## config.mk

```make
export PLATFORM = sky130hd
export DESIGN_NAME = radix_digit_emitter_unit
export DESIGN_NICKNAME = d
export VERILOG_FILES = /design/src/rtl/rde_pkg.sv /design/src/rtl/rde_divider.sv /design/src/rtl/rde_digit_stack.sv /design/src/rtl/radix_digit_emitter_unit.sv
export SDC_FILE = /design/constraint.sdc
export NUM_CORES = 1
export LEC_CHECK = 0
export BUFFER_PORTS_ARGS = -buffer_cell sky130_fd_sc_hd__buf_2
export CAP_MARGIN = 20
export CORE_MARGIN = 4
export CORE_UTILIZATION = 40
export CTS_CLUSTER_SIZE = 40
export DETAILED_ROUTE_END_ITERATION = 8
export PLACE_DENSITY_LB_ADDON = 0.15
export REMOVE_ABC_BUFFERS = 1
export SKIP_CTS_REPAIR_TIMING = 1
export SKIP_LAST_GASP = 1
export SYNTH_ARGS = -nofsm -noshare
export SYNTH_HDL_FRONTEND = slang
export SYNTH_SLANG_ARGS = --single-unit
export TNS_END_PERCENT = 100
```

## constraint.sdc

```tcl
create_clock -name clk -period 5 [get_ports clk]
set_input_delay 0.25 -clock clk [delete_from_list [all_inputs] [get_ports clk]]
set_output_delay 0.25 -clock clk [all_outputs]
set_load 0.03 [all_outputs]
```

## src/rtl/rde_pkg.sv

```systemverilog
// ----------------------------------------------------------------------------
// rde_pkg
// Shared constants, control structs and digit helpers for the radix digit
// emitter.
// ----------------------------------------------------------------------------
package rde_pkg;

  localparam int VALUE_BITS = 32;
  localparam int IN_W       = 32;
  localparam int RADIX_W    = 6;
  localparam int CHAR_W     = 7;
  localparam int STEP_W     = $clog2(VALUE_BITS);
  localparam int PTR_W      = $clog2(VALUE_BITS);
  localparam int CNT_W      = $clog2(VALUE_BITS + 1);

  localparam int CFG_ADDR_W = 3;
  localparam int CFG_DATA_W = 32;

  // register index taken from paddr[2]
  localparam logic REG_RADIX = 1'b0;

  localparam logic [RADIX_W-1:0] RADIX_MIN   = RADIX_W'(2);
  localparam logic [RADIX_W-1:0] RADIX_MAX   = RADIX_W'(36);
  localparam logic [RADIX_W-1:0] RADIX_RESET = RADIX_W'(10);
  localparam logic [RADIX_W-1:0] DEC_LIMIT   = RADIX_W'(10);
  localparam logic [CHAR_W-1:0]  CHAR_ZERO   = CHAR_W'(8'h30);
  localparam logic [CHAR_W-1:0]  CHAR_A      = CHAR_W'(8'h41);

  typedef struct packed {
    logic start;   // begin one division pass
    logic load;    // with start: take a new dividend
  } div_ctrl_t;

  typedef struct packed {
    logic done;     // pass finished, digit valid
    logic nonzero;  // quotient of the pass is not zero
  } div_stat_t;

  typedef struct packed {
    logic push;
    logic pop;
  } stk_ctrl_t;

  typedef struct packed {
    logic full;
    logic one_left;
  } stk_stat_t;

  function automatic logic [RADIX_W-1:0] eff_radix(input logic [RADIX_W-1:0] r);
    logic [RADIX_W-1:0] res;
    res = r;
    if (r < RADIX_MIN) res = RADIX_MIN;
    if (r > RADIX_MAX) res = RADIX_MAX;
    return res;
  endfunction

  function automatic logic [CHAR_W-1:0] digit_to_ascii(input logic [RADIX_W-1:0] d);
    logic [CHAR_W-1:0] c;
    if (d < DEC_LIMIT) c = CHAR_ZERO + CHAR_W'(d);
    else               c = CHAR_A + CHAR_W'(d - DEC_LIMIT);
    return c;
  endfunction

endpackage

```

## src/rtl/rde_divider.sv

```systemverilog
// ----------------------------------------------------------------------------
// rde_divider
// Bit-serial restoring divider: one quotient bit per cycle. The quotient
// stays in place for the next pass.
// ----------------------------------------------------------------------------
module rde_divider (
  input  logic                           clk,
  input  logic                           rst_n,
  input  rde_pkg::div_ctrl_t             ctrl,
  input  logic [rde_pkg::IN_W-1:0]       value,
  input  logic [rde_pkg::RADIX_W-1:0]    radix,
  output rde_pkg::div_stat_t             stat,
  output logic [rde_pkg::RADIX_W-1:0]    digit
);
  import rde_pkg::*;

  logic [VALUE_BITS-1:0] quo_r, quo_nxt;
  logic [RADIX_W-1:0]    rem_r, rem_nxt;
  logic [STEP_W-1:0]     step_r, step_nxt;
  logic                  busy_r, busy_nxt;
  logic                  done_r, done_nxt;
  logic                  nz_r, nz_nxt;
  logic [RADIX_W:0]      rem_sh;
  logic                  qbit;

  // partial remainder stays below twice the radix, so 7 bits suffice
  assign rem_sh = {rem_r, quo_r[VALUE_BITS-1]};
  assign qbit   = (rem_sh >= {1'b0, radix});

  always_comb begin
    quo_nxt  = quo_r;
    rem_nxt  = rem_r;
    step_nxt = step_r;
    busy_nxt = busy_r;
    nz_nxt   = nz_r;
    done_nxt = 1'b0;
    if (ctrl.start) begin
      if (ctrl.load) quo_nxt = VALUE_BITS'(value);
      rem_nxt  = '0;
      step_nxt = '0;
      busy_nxt = 1'b1;
      nz_nxt   = 1'b0;
    end else if (busy_r) begin
      quo_nxt  = {quo_r[VALUE_BITS-2:0], qbit};
      rem_nxt  = qbit ? RADIX_W'(rem_sh - {1'b0, radix}) : rem_sh[RADIX_W-1:0];
      nz_nxt   = nz_r | qbit;
      step_nxt = step_r + STEP_W'(1);
      if (step_r == STEP_W'(VALUE_BITS - 1)) begin
        busy_nxt = 1'b0;
        done_nxt = 1'b1;
      end
    end
  end

  always_ff @(posedge clk) begin
    if (!rst_n) begin
      busy_r <= 1'b0;
      done_r <= 1'b0;
      step_r <= '0;
    end else begin
      busy_r <= busy_nxt;
      done_r <= done_nxt;
      step_r <= step_nxt;
    end
    quo_r <= quo_nxt;
    rem_r <= rem_nxt;
    nz_r  <= nz_nxt;
  end

  assign stat.done    = done_r;
  assign stat.nonzero = nz_r;
  assign digit        = rem_r;

endmodule

```

## src/rtl/rde_digit_stack.sv

```systemverilog
// ----------------------------------------------------------------------------
// rde_digit_stack
// LIFO of digit values: remainders come out least significant first and
// leave most significant first.
// ----------------------------------------------------------------------------
module rde_digit_stack (
  input  logic                         clk,
  input  logic                         rst_n,
  input  rde_pkg::stk_ctrl_t           ctrl,
  input  logic [rde_pkg::RADIX_W-1:0]  push_digit,
  output logic [rde_pkg::RADIX_W-1:0]  top_digit,
  output rde_pkg::stk_stat_t           stat
);
  import rde_pkg::*;

  logic [RADIX_W-1:0] mem_r [VALUE_BITS];
  logic [CNT_W-1:0]   cnt_r, cnt_nxt;
  logic [CNT_W-1:0]   cnt_dec;

  assign cnt_dec = cnt_r - CNT_W'(1);

  always_comb begin
    cnt_nxt = cnt_r;
    if (ctrl.push)     cnt_nxt = cnt_r + CNT_W'(1);
    else if (ctrl.pop) cnt_nxt = cnt_dec;
  end

  always_ff @(posedge clk) begin
    if (!rst_n) cnt_r <= '0;
    else        cnt_r <= cnt_nxt;
    if (ctrl.push) mem_r[cnt_r[PTR_W-1:0]] <= push_digit;
  end

  assign top_digit     = mem_r[cnt_dec[PTR_W-1:0]];
  assign stat.full     = (cnt_r == CNT_W'(VALUE_BITS));
  assign stat.one_left = (cnt_r == CNT_W'(1));

endmodule

```

## src/rtl/radix_digit_emitter_unit.sv

```systemverilog
// ----------------------------------------------------------------------------
// radix_digit_emitter_unit
// Converts an unsigned value into ASCII digits of a programmable base,
// most significant digit first, with the final digit flagged.
// ----------------------------------------------------------------------------
// Usage:
//   Input channel (in_valid/in_stall/in_value) takes one value at a time;
//   in_stall is high from acceptance until the last digit of that value has
//   moved into the output register.
//   Output channel (out_valid/out_stall/out_digit_char/out_last) gives one
//   item per digit; out_last marks the least significant digit. Zero gives
//   a single '0'.
//   The APB port holds the radix register at address 0 (reset 10); values
//   outside 2..36 saturate. Write it only while the block is idle.
// Operation:
//   Each digit costs one pass of the bit-serial divider (one quotient bit
//   per cycle). The digits then leave the digit stack one per cycle while
//   the output does not stall.
// Reset (rst_n, synchronous) empties the block and restores radix 10.
// A stall on the output holds the current item; emission pauses meanwhile.
// ----------------------------------------------------------------------------
module radix_digit_emitter_unit (
  input  logic                                clk,
  input  logic                                rst_n,
  input  logic                                in_valid,
  output logic                                in_stall,
  input  logic [rde_pkg::IN_W-1:0]            in_value,
  output logic                                out_valid,
  input  logic                                out_stall,
  output logic [rde_pkg::CHAR_W-1:0]          out_digit_char,
  output logic                                out_last,
  input  logic                                psel,
  input  logic                                penable,
  input  logic                                pwrite,
  input  logic [rde_pkg::CFG_ADDR_W-1:0]      paddr,
  input  logic [rde_pkg::CFG_DATA_W-1:0]      pwdata,
  output logic [rde_pkg::CFG_DATA_W-1:0]      prdata,
  output logic                                pready
);
  import rde_pkg::*;

  typedef enum logic [1:0] {ST_IDLE, ST_DIV, ST_EMIT} state_t;

  state_t             state_r, state_nxt;
  logic [RADIX_W-1:0] radix_r;
  logic               out_valid_r, out_valid_nxt;
  logic [CHAR_W-1:0]  out_char_r, out_char_nxt;
  logic               out_last_r, out_last_nxt;

  div_ctrl_t          div_ctrl;
  div_stat_t          div_stat;
  logic [RADIX_W-1:0] div_digit;
  stk_ctrl_t          stk_ctrl;
  stk_stat_t          stk_stat;
  logic [RADIX_W-1:0] top_digit;
  logic               in_acc;
  logic               out_free;

  // configuration
  assign pready = 1'b1;
  assign prdata = (paddr[2] == REG_RADIX) ? CFG_DATA_W'(radix_r) : '0;

  always_ff @(posedge clk) begin
    if (!rst_n) begin
      radix_r <= RADIX_RESET;
    end else if (psel && penable && pwrite && (paddr[2] == REG_RADIX)) begin
      radix_r <= pwdata[RADIX_W-1:0];
    end
  end

  rde_divider u_div (
    .clk   (clk),
    .rst_n (rst_n),
    .ctrl  (div_ctrl),
    .value (in_value),
    .radix (eff_radix(radix_r)),
    .stat  (div_stat),
    .digit (div_digit)
  );

  rde_digit_stack u_stack (
    .clk        (clk),
    .rst_n      (rst_n),
    .ctrl       (stk_ctrl),
    .push_digit (div_digit),
    .top_digit  (top_digit),
    .stat       (stk_stat)
  );

  assign in_stall = (state_r != ST_IDLE);
  assign in_acc   = in_valid && !in_stall;
  assign out_free = !out_valid_r || !out_stall;

  always_comb begin
    state_nxt     = state_r;
    out_valid_nxt = out_valid_r && out_stall;
    out_char_nxt  = out_char_r;
    out_last_nxt  = out_last_r;
    div_ctrl      = '0;
    stk_ctrl      = '0;
    unique case (state_r)
      ST_IDLE: begin
        if (in_acc) begin
          div_ctrl.start = 1'b1;
          div_ctrl.load  = 1'b1;
          state_nxt      = ST_DIV;
        end
      end
      ST_DIV: begin
        if (div_stat.done) begin
          stk_ctrl.push = 1'b1;
          if (div_stat.nonzero) div_ctrl.start = 1'b1;
          else                  state_nxt      = ST_EMIT;
        end
      end
      ST_EMIT: begin
        if (out_free) begin
          stk_ctrl.pop  = 1'b1;
          out_valid_nxt = 1'b1;
          out_char_nxt  = digit_to_ascii(top_digit);
          out_last_nxt  = stk_stat.one_left;
          if (stk_stat.one_left) state_nxt = ST_IDLE;
        end
      end
      default: state_nxt = ST_IDLE;
    endcase
  end

  always_ff @(posedge clk) begin
    if (!rst_n) begin
      state_r     <= ST_IDLE;
      out_valid_r <= 1'b0;
    end else begin
      state_r     <= state_nxt;
      out_valid_r <= out_valid_nxt;
    end
    out_char_r <= out_char_nxt;
    out_last_r <= out_last_nxt;
  end

  assign out_valid      = out_valid_r;
  assign out_digit_char = out_char_r;
  assign out_last       = out_last_r;

  // a pass never produces more digits than the stack holds
  a_no_overflow: assert property (@(posedge clk) disable iff (!rst_n)
    stk_ctrl.push |-> !stk_stat.full)
    else $error("digit stack overflow");

  // an accepted item moves the block into division on the next cycle
  a_acc_div: assert property (@(posedge clk) disable iff (!rst_n)
    in_acc |=> (state_r == ST_DIV))
    else $error("accepted item did not start division");

  // emitted characters always lie in the range '0' to 'Z'
  a_char_range: assert property (@(posedge clk) disable iff (!rst_n)
    out_valid |-> (out_digit_char >= CHAR_ZERO) && (out_digit_char <= CHAR_A + CHAR_W'(25)))
    else $error("digit character out of range");

  // the last flag returns the block to idle
  a_last_idle: assert property (@(posedge clk) disable iff (!rst_n)
    (stk_ctrl.pop && stk_stat.one_left) |=> (state_r == ST_IDLE) && out_last)
    else $error("final digit not flagged");

endmodule

```

=== Word-level counts from Yosys, hierarchy flattened ===
Memory sizes are Yosys's and may differ from the RTL's.
Index checks and enable logic that the tools add are counted.

* RAM bits: 192
* Bits of input ports: 74
* Memories kept: 1
* Flip-flop bits (word level): 69
* Output and inout bits: 43

* Mux-type cells: 33
* Eq/ne operators: 10
* Bitwise logic cells: 4
* Add/subtract/negate cells: 7
* Reduce and logical (&&, ||, !) cells: 18
* Order comparisons: 4

{| class="wikitable"
|+ Memories
! memory !! depth !! bits a word !! read ports !! clocked after Yosys merged registers in !! write ports !! line !! text
|-
| u_stack.mem_r || 32 || 6 || 1 || 0 || 1 || rde_digit_stack.sv:16 || <nowiki>logic [RADIX_W-1:0] mem_r [VALUE_BITS];</nowiki>
|}

{| class="wikitable"
|+ Operator list
! operator !! count
|-
| 32-bit two-way mux || 3
|-
| 6-bit two-way mux || 6
|-
| 1-bit two-way mux || 15
|-
| 2-bit two-way mux || 6
|-
| 2-bit != test, second input constant || 5
|-
| 6-bit by 6-bit adder with 7-bit output, first input constant || 1
|-
| 7-bit adder, first input constant || 1
|-
| 7-bit by 6-bit >= comparator with 1-bit output || 1
|-
| 7-bit two-way mux || 1
|-
| 6-bit by 4-bit subtractor with 7-bit output, second input constant || 1
|-
| 6-bit by 1-bit adder with 6-bit output, second input constant || 1
|-
| 6-bit by 1-bit == test with 1-bit output, second input constant || 1
|-
| 6-bit > comparator, second input constant || 1
|-
| 6-bit by 2-bit less-than comparator with 1-bit output, second input constant || 1
|-
| 6-bit by 4-bit less-than comparator with 1-bit output, second input constant || 1
|-
| 2-bit case mux with 3 select lines || 1
|-
| 2-bit nonzero test || 3
|-
| 6-bit by 1-bit subtractor with 6-bit output, second input constant || 1
|-
| 6-bit subtractor || 1
|-
| 5-bit by 1-bit adder with 5-bit output, second input constant || 1
|-
| 5-bit == test, second input constant || 1
|-
| 1-bit logical AND || 5
|-
| 5-bit AND reduction || 1
|-
| 2-bit AND reduction || 2
|-
| other kinds (11) || 15
|}

=== Logic depth before layout (Yosys ltp) ===
* Depth in word-level cells: 7
* Gate-level depth with buffers: 17
* Gate-level depth less buffers: 14

=== Hierarchy ===
From an unflattened synthesis, not the netlist that was laid out.

* Cell total of the unflattened synthesis: 715
* Area, all modules: 11638.7 um2

{| class="wikitable"
|+ Modules (own cells, without submodules)
! module !! cells each !! instances !! area an instance (um2)
|-
| rde_digit_stack || 415 || 1 || 8207.9
|-
| rde_divider || 177 || 1 || 2260.9
|-
| radix_digit_emitter_unit || 123 || 1 || 1169.9
|}

=== Worst setup path after synthesis ===
No wires, ideal clock.

* Kind: register -> register
* Start point: register u_stack.cnt_r[1]
* End point: register out_char_r[3] (netlist: out_digit_char[3]), data pin
* Library setup time: 271 ps
* Required time: 4729 ps
* Cell stages (with the launch flop): 17
* Arrival: 3286 ps
* Path slack: 1443 ps
* Cell sequence: dfxtp_1 > clkbuf_1 > inv_1 > ha_1 > buf_2 > buf_4 > buf_6 > buf_2 > buf_2 > mux4_2 > mux2_2 > o221ai_2 > ha_1 > inv_1 > a31oi_4 > nor2b_1 > xor2_1

* Longest elaborated chain between the ends: 5
* Elaborated cells between the ends (all ways): 7
* Classes of those cells: add/sub (4); order compare (1); mux (1); memory (1)

{| class="wikitable"
|+ RTL lines
! element !! line !! text
|-
| start: declaration || rde_digit_stack.sv:17 || <nowiki>logic [CNT_W-1:0] cnt_r, cnt_nxt;</nowiki>
|-
| start signal: assignment || rde_digit_stack.sv:30 || <nowiki>else cnt_r <= cnt_nxt;</nowiki>
|-
| 6-bit by 1-bit subtractor with 6-bit output * || rde_digit_stack.sv:20 || <nowiki>assign cnt_dec = cnt_r - CNT_W'(1);</nowiki>
|-
| memory read 32 x 6 bit * || n/a ||
|-
| 6-bit by 4-bit subtractor with 7-bit output || rde_pkg.sv:60 || <nowiki>else c = CHAR_A + CHAR_W'(d - DEC_LIMIT);</nowiki>
|-
| 7-bit adder || rde_pkg.sv:60 ||
|-
| 7-bit two-way mux * || rde_pkg.sv:59 || <nowiki>if (d < DEC_LIMIT) c = CHAR_ZERO + CHAR_W'(d);</nowiki>
|-
| end signal: assignment || radix_digit_emitter_unit.sv:137 || <nowiki>out_char_r <= out_char_nxt;</nowiki>
|-
| end: declaration || radix_digit_emitter_unit.sv:47 || <nowiki>logic [CHAR_W-1:0] out_char_r, out_char_nxt;</nowiki>
|}

Mark *: on every way between the ends. The rest lies on a longest branch, timed or not.
A chain may end at the register's enable or synchronous reset.

=== Final worst setup path ===
Ends and elaborated chain as after synthesis.

==> PnR_summary.wiki <==
{| class="wikitable"
! Metric !! Value
|-
| Outcome || complete, but fails checks
|-
| Violated checks || hold timing
|-
| Die Footprint || 0.0312 sq mm
|-
| Relative slew slack || 0.373
|-
| Final period demand of the worst path || between 3 and 4 ns
|-
| Ant diodes || 0
|-
| Maximum number of pins on one net before global-route repair || a little over 50
|-
| Die height || between 150 and 200 um
|-
| Sequential fraction of the synthesis area || 0.663
|-
| RSZ-0062 raised after global routing || false
|-
| Fin crit share || 0.758
|-
| Number of iterations in the first detailed-routing pass || 8
|-
| Number of core rows || 61
|-
| Seq cells post-synth || roughly 260
|-
| Net count of the finished layout || 950
|-
| Crit path max-delay cell type || sky130_fd_sc_hd__ha_2
|-
| Number of flops mapped to enable cells by yosys || 232
|-
| P&R area growth vs syn || 15.7%
|-
| Vias in the first global route || about 6500
|-
| CP dominant cell by count || sky130_fd_sc_hd__inv_1
|-
| Library cells used by synthesis || 60
|-
| Post-synthesis average cell area || ~15 sq um
|-
| Cell breakdown of the critical path || inv_1, ha_2, buf_4, mux4_2, mux2i_1, o22a_1, o221ai_1, inv_1, ha_1, inv_1, a31oi_4, nor2b_1, xor2_1
|-
| Critical path endpoint category || flip-flop
|-
| FFs w/ async S/R, synth || 0
|-
| Worst hold slack || -0.0170 ns
|-
| Critical path arrival || ~4.1 ns
|-
| Critical setup path kind || flip-flop to flip-flop
|-
| Final weighted congestion of routability-driven global placement || about 0.80
|-
| Vias per cell || between 4 and 5
|-
| Top FF cell, synth || sky130_fd_sc_hd__edfxtp_1
|-
| Hold crit path type || input port to flip-flop
|-
| Worst slack at placement || 1.23 ns
|-
| Clock latency of the later-clocked register in the worst-skew pair || 0.54 ns
|-
| Overall via count from detail_route || roughly 6300
|-
| Number of antenna violations at the first check in global routing || 0
|-
| Max rail drop VDD || between 0.2 and 0.25 mV
|-
| Worst Tran Pin Value || between 0.9 and 1 ns
|-
| Highest clock rate || between 200 and 300 MHz
|-
| Area inside the core boundary || 0.0279 sq mm
|-
| Largest fanout of any net on the critical path || 19
|-
| Worst setup skew after layout || 0.00779 ns
|-
| CTS tree || yes
|-
| Detailed-placement wirelength estimate || approximately 15000 um
|-
| Critical path startpoint category || flip-flop
|-
| Number of warnings reported in the yosys synthesis log || 0
|-
| Overall die width || roughly 180 um
|-
| Iteration-0 DRC count of the detailed router || 536
|-
| Level count of the clock H-tree || 1
|-
| Sink count of the clock tree || 261
|-
| Number of input and output port buffers inserted || 61
|-
| Wire length of the first global-routing pass || roughly 36000 um
|-
| Max Transition Viols Final || 0
|-
| Leakage power figure || roughly 4.7 nW
|-
| Critical path's largest stage delay || approximately 0.63 ns
|-
| Fraction of final layout cells with drive strength greater than 1 || 0.213
|-
| Clk buf depth || 3
|-
| Total standard cell area after synthesis || between 0.01 and 0.015 sq mm
|-
| Per-cell routed wire length || ~18 um
|-
| Global-route usage over all layers || 0.147
|-
| Number of design rule violations left after detail routing || 0
|-
| Required time at the worst-slack endpoint || 5.27 ns
|-
| Final setup margin || between 1 and 1.5 ns
|-
| Number of nets with antenna violations after routing || 0
|-
| CTS clk-pin slew, worst paths || 0.06 ns
|-
| IO Count || approximately 120
|-
| Effective utilization at floorplan || 0.408
|-
| Hold Vio Cnt, Final || 12
|-
| Cell count after synthesis || around 770
|-
| PwrDens || slightly below 400 mW/mm^2
|-
| TritonCTS Buffers || 29
|-
| Clock Tree Root || sky130_fd_sc_hd__clkbuf_16
|-
| Remaining global-route overflow || 0
|-
| Max_cap viols || 0
|-
| Setup-violating endpoint count in the final report || 0
|-
| Routed wire length || approximately 23000 um
|}
## power breakdown
| part | switching, mW | leakage, nW | total (mW) | internal, mW |
|---|---|---|---|---|
| Clock | 0.834 | 0.467 | 2.19 | 1.36 |
| Sequential | 0.0206 | 2.37 | 2.53 | 2.51 |
| Combinational | 0.246 | 1.90 | 0.355 | 0.110 |
## stage by stage
stage	instance area (sq um)	instances	setup TNS [ns]	power, mW	utilization
global route	13200	1258	0	5.25	0.472
finish	13200	1258	0	5.07	0.472
detailed placement	12000	1187	0	2.92	0.429
global placement	12000	1187	0	2.91	0.429
floorplan	11100	733	-7.75	2.79	-
CTS	13000	1239	0	5.11	0.465
## final timing paths
| check | slack, ns | end | from | depth (start not counted) |
|---|---|---|---|---|
| max reg2reg | 1.21 | out_digit_char[3] | u_stack.cnt_r[1] | 13 |
| min reg2reg | 0.46 | state_r[0] | u_div.done_r | 1 |
| min | -0.02 | u_div.quo_r[25] | in_value[25] | 3 |
| max | 1.21 | out_digit_char[3] | u_stack.cnt_r[1] | 13 |
## routing by layer
layer / routed length [um] / up-vias / global-route usage
li1: - / 2971 / -
met5: 0 / - / 0
met1: 10300 / 3127 / 0.199
met2: 11300 / 146 / 0.248
met3: 1040 / 39 / 0.0280
met4: 493 / 0 / 0.0345
## synthesized netlist by cell type, types with 2 or more instances
| library cell | number | share of area |
|---|---|---|
| sky130_fd_sc_hd__edfxtp_1 | 232 | 0.61 |
| sky130_fd_sc_hd__nand2_1 | 121 | 0.040 |
| sky130_fd_sc_hd__nor2_1 | 64 | 0.021 |
| sky130_fd_sc_hd__mux2i_1 | 44 | 0.039 |
| sky130_fd_sc_hd__mux4_2 | 44 | 0.087 |
| sky130_fd_sc_hd__buf_4 | 31 | 0.020 |
| sky130_fd_sc_hd__dfxtp_1 | 29 | 0.051 |
| sky130_fd_sc_hd__o21ai_0 | 19 | 0.0084 |
| sky130_fd_sc_hd__ha_1 | 16 | 0.018 |
| sky130_fd_sc_hd__clkbuf_1 | 14 | 0.0046 |
| sky130_fd_sc_hd__nor2b_1 | 14 | 0.0077 |
| sky130_fd_sc_hd__inv_1 | 13 | 0.0043 |
| sky130_fd_sc_hd__nand2b_1 | 11 | 0.0060 |
| sky130_fd_sc_hd__xnor2_1 | 9 | 0.0069 |
| sky130_fd_sc_hd__a21oi_1 | 8 | 0.0035 |
| sky130_fd_sc_hd__buf_2 | 8 | 0.0035 |
| sky130_fd_sc_hd__xor2_1 | 8 | 0.0062 |
| sky130_fd_sc_hd__mux2_2 | 7 | 0.0069 |
| sky130_fd_sc_hd__and2_1 | 5 | 0.0027 |
| sky130_fd_sc_hd__buf_6 | 5 | 0.0049 |
| sky130_fd_sc_hd__a211oi_1 | 4 | 0.0026 |
| sky130_fd_sc_hd__nand4_1 | 4 | 0.0022 |
| sky130_fd_sc_hd__nor3_1 | 4 | 0.0018 |
| sky130_fd_sc_hd__or2_2 | 4 | 0.0022 |
| sky130_fd_sc_hd__a31oi_1 | 3 | 0.0016 |
| sky130_fd_sc_hd__o21a_1 | 3 | 0.0020 |
| sky130_fd_sc_hd__o22a_1 | 3 | 0.0023 |
| sky130_fd_sc_hd__a21boi_0 | 2 | 0.0013 |
| sky130_fd_sc_hd__conb_1 | 2 | 0.00066 |
| sky130_fd_sc_hd__nand3b_1 | 2 | 0.0013 |
| sky130_fd_sc_hd__o21ai_1 | 2 | 0.00088 |
| sky130_fd_sc_hd__o221ai_2 | 2 | 0.0026 |
| sky130_fd_sc_hd__o22ai_1 | 2 | 0.0011 |
| sky130_fd_sc_hd__or3_1 | 2 | 0.0011 |
## cells in the final DEF (no fill, tap or decap), types with 5 or more instances in the layout
cell	count
sky130_fd_sc_hd__buf_4	15
sky130_fd_sc_hd__a21oi_1	8
sky130_fd_sc_hd__nand2b_1	11
sky130_fd_sc_hd__mux4_2	44
sky130_fd_sc_hd__xor2_1	8
sky130_fd_sc_hd__dfxtp_1	28
sky130_fd_sc_hd__o21ai_0	18
sky130_fd_sc_hd__clkbuf_16	29
sky130_fd_sc_hd__mux2_2	7
sky130_fd_sc_hd__inv_1	13
sky130_fd_sc_hd__xnor2_1	9
sky130_fd_sc_hd__clkbuf_1	9
sky130_fd_sc_hd__nor2b_1	14
sky130_fd_sc_hd__and2_1	5
sky130_fd_sc_hd__mux2i_1	44
sky130_fd_sc_hd__bufinv_16	5
sky130_fd_sc_hd__edfxtp_1	232
sky130_fd_sc_hd__ha_1	15
sky130_fd_sc_hd__conb_1	27
sky130_fd_sc_hd__buf_2	61
sky130_fd_sc_hd__dlygate4sd3_1	19
sky130_fd_sc_hd__nor2_1	64
sky130_fd_sc_hd__nand2_1	121
## final cells by class
class	instances	area, sq um
clock inverters	12	199
flip-flops and latches	261	7550
fillers	2492	14800
multi-input cells	459	3510
clock buffers	40	787
repair buffers	95	608
inverters	13	48.8
well taps	378	473
## worst max-delay path, delay by kind of cell (launching register included)
family                   cells  cell delay [ns]
AO/OA/AOI/OAI                3             0.66
XOR/XNOR                     1             0.15
adder cells (fa/ha/maj)      2             0.78
buffers and inverters        4             0.78
flip-flops                   1             0.55
multiplexers                 2             0.50
AND/OR/NAND/NOR              1             0.09
## sequential cells by signal (all words and copies together) (netlist names)
name / flops
out_digit_char: 7
out_last: 1
out_valid: 1
radix_r: 6
state_r: 2
u_div.busy_r: 1
u_div.digit: 6
u_div.done_r: 1
u_div.nz_r: 1
u_div.quo_r: 32
u_div.step_r: 5
u_stack.cnt_r: 6
u_stack.mem_r: 192
## cell families (layout without fill, tap and decap cells)
logic type                 Yosys count  after routing  share of synthesized area
and+or+nand+nor                    239            239                     0.0919
other                                2             27                   0.000660
xor gates and xnor gates            18             18                     0.0145
DFF                                261            261                      0.663
AOI/OAI and AO/OA                   62             62                     0.0390
adders and majority gates           17             17                     0.0193
buffers and inverters               72            160                     0.0381
muxes                               96             96                      0.134
Power figures use the tool's default switching activity.
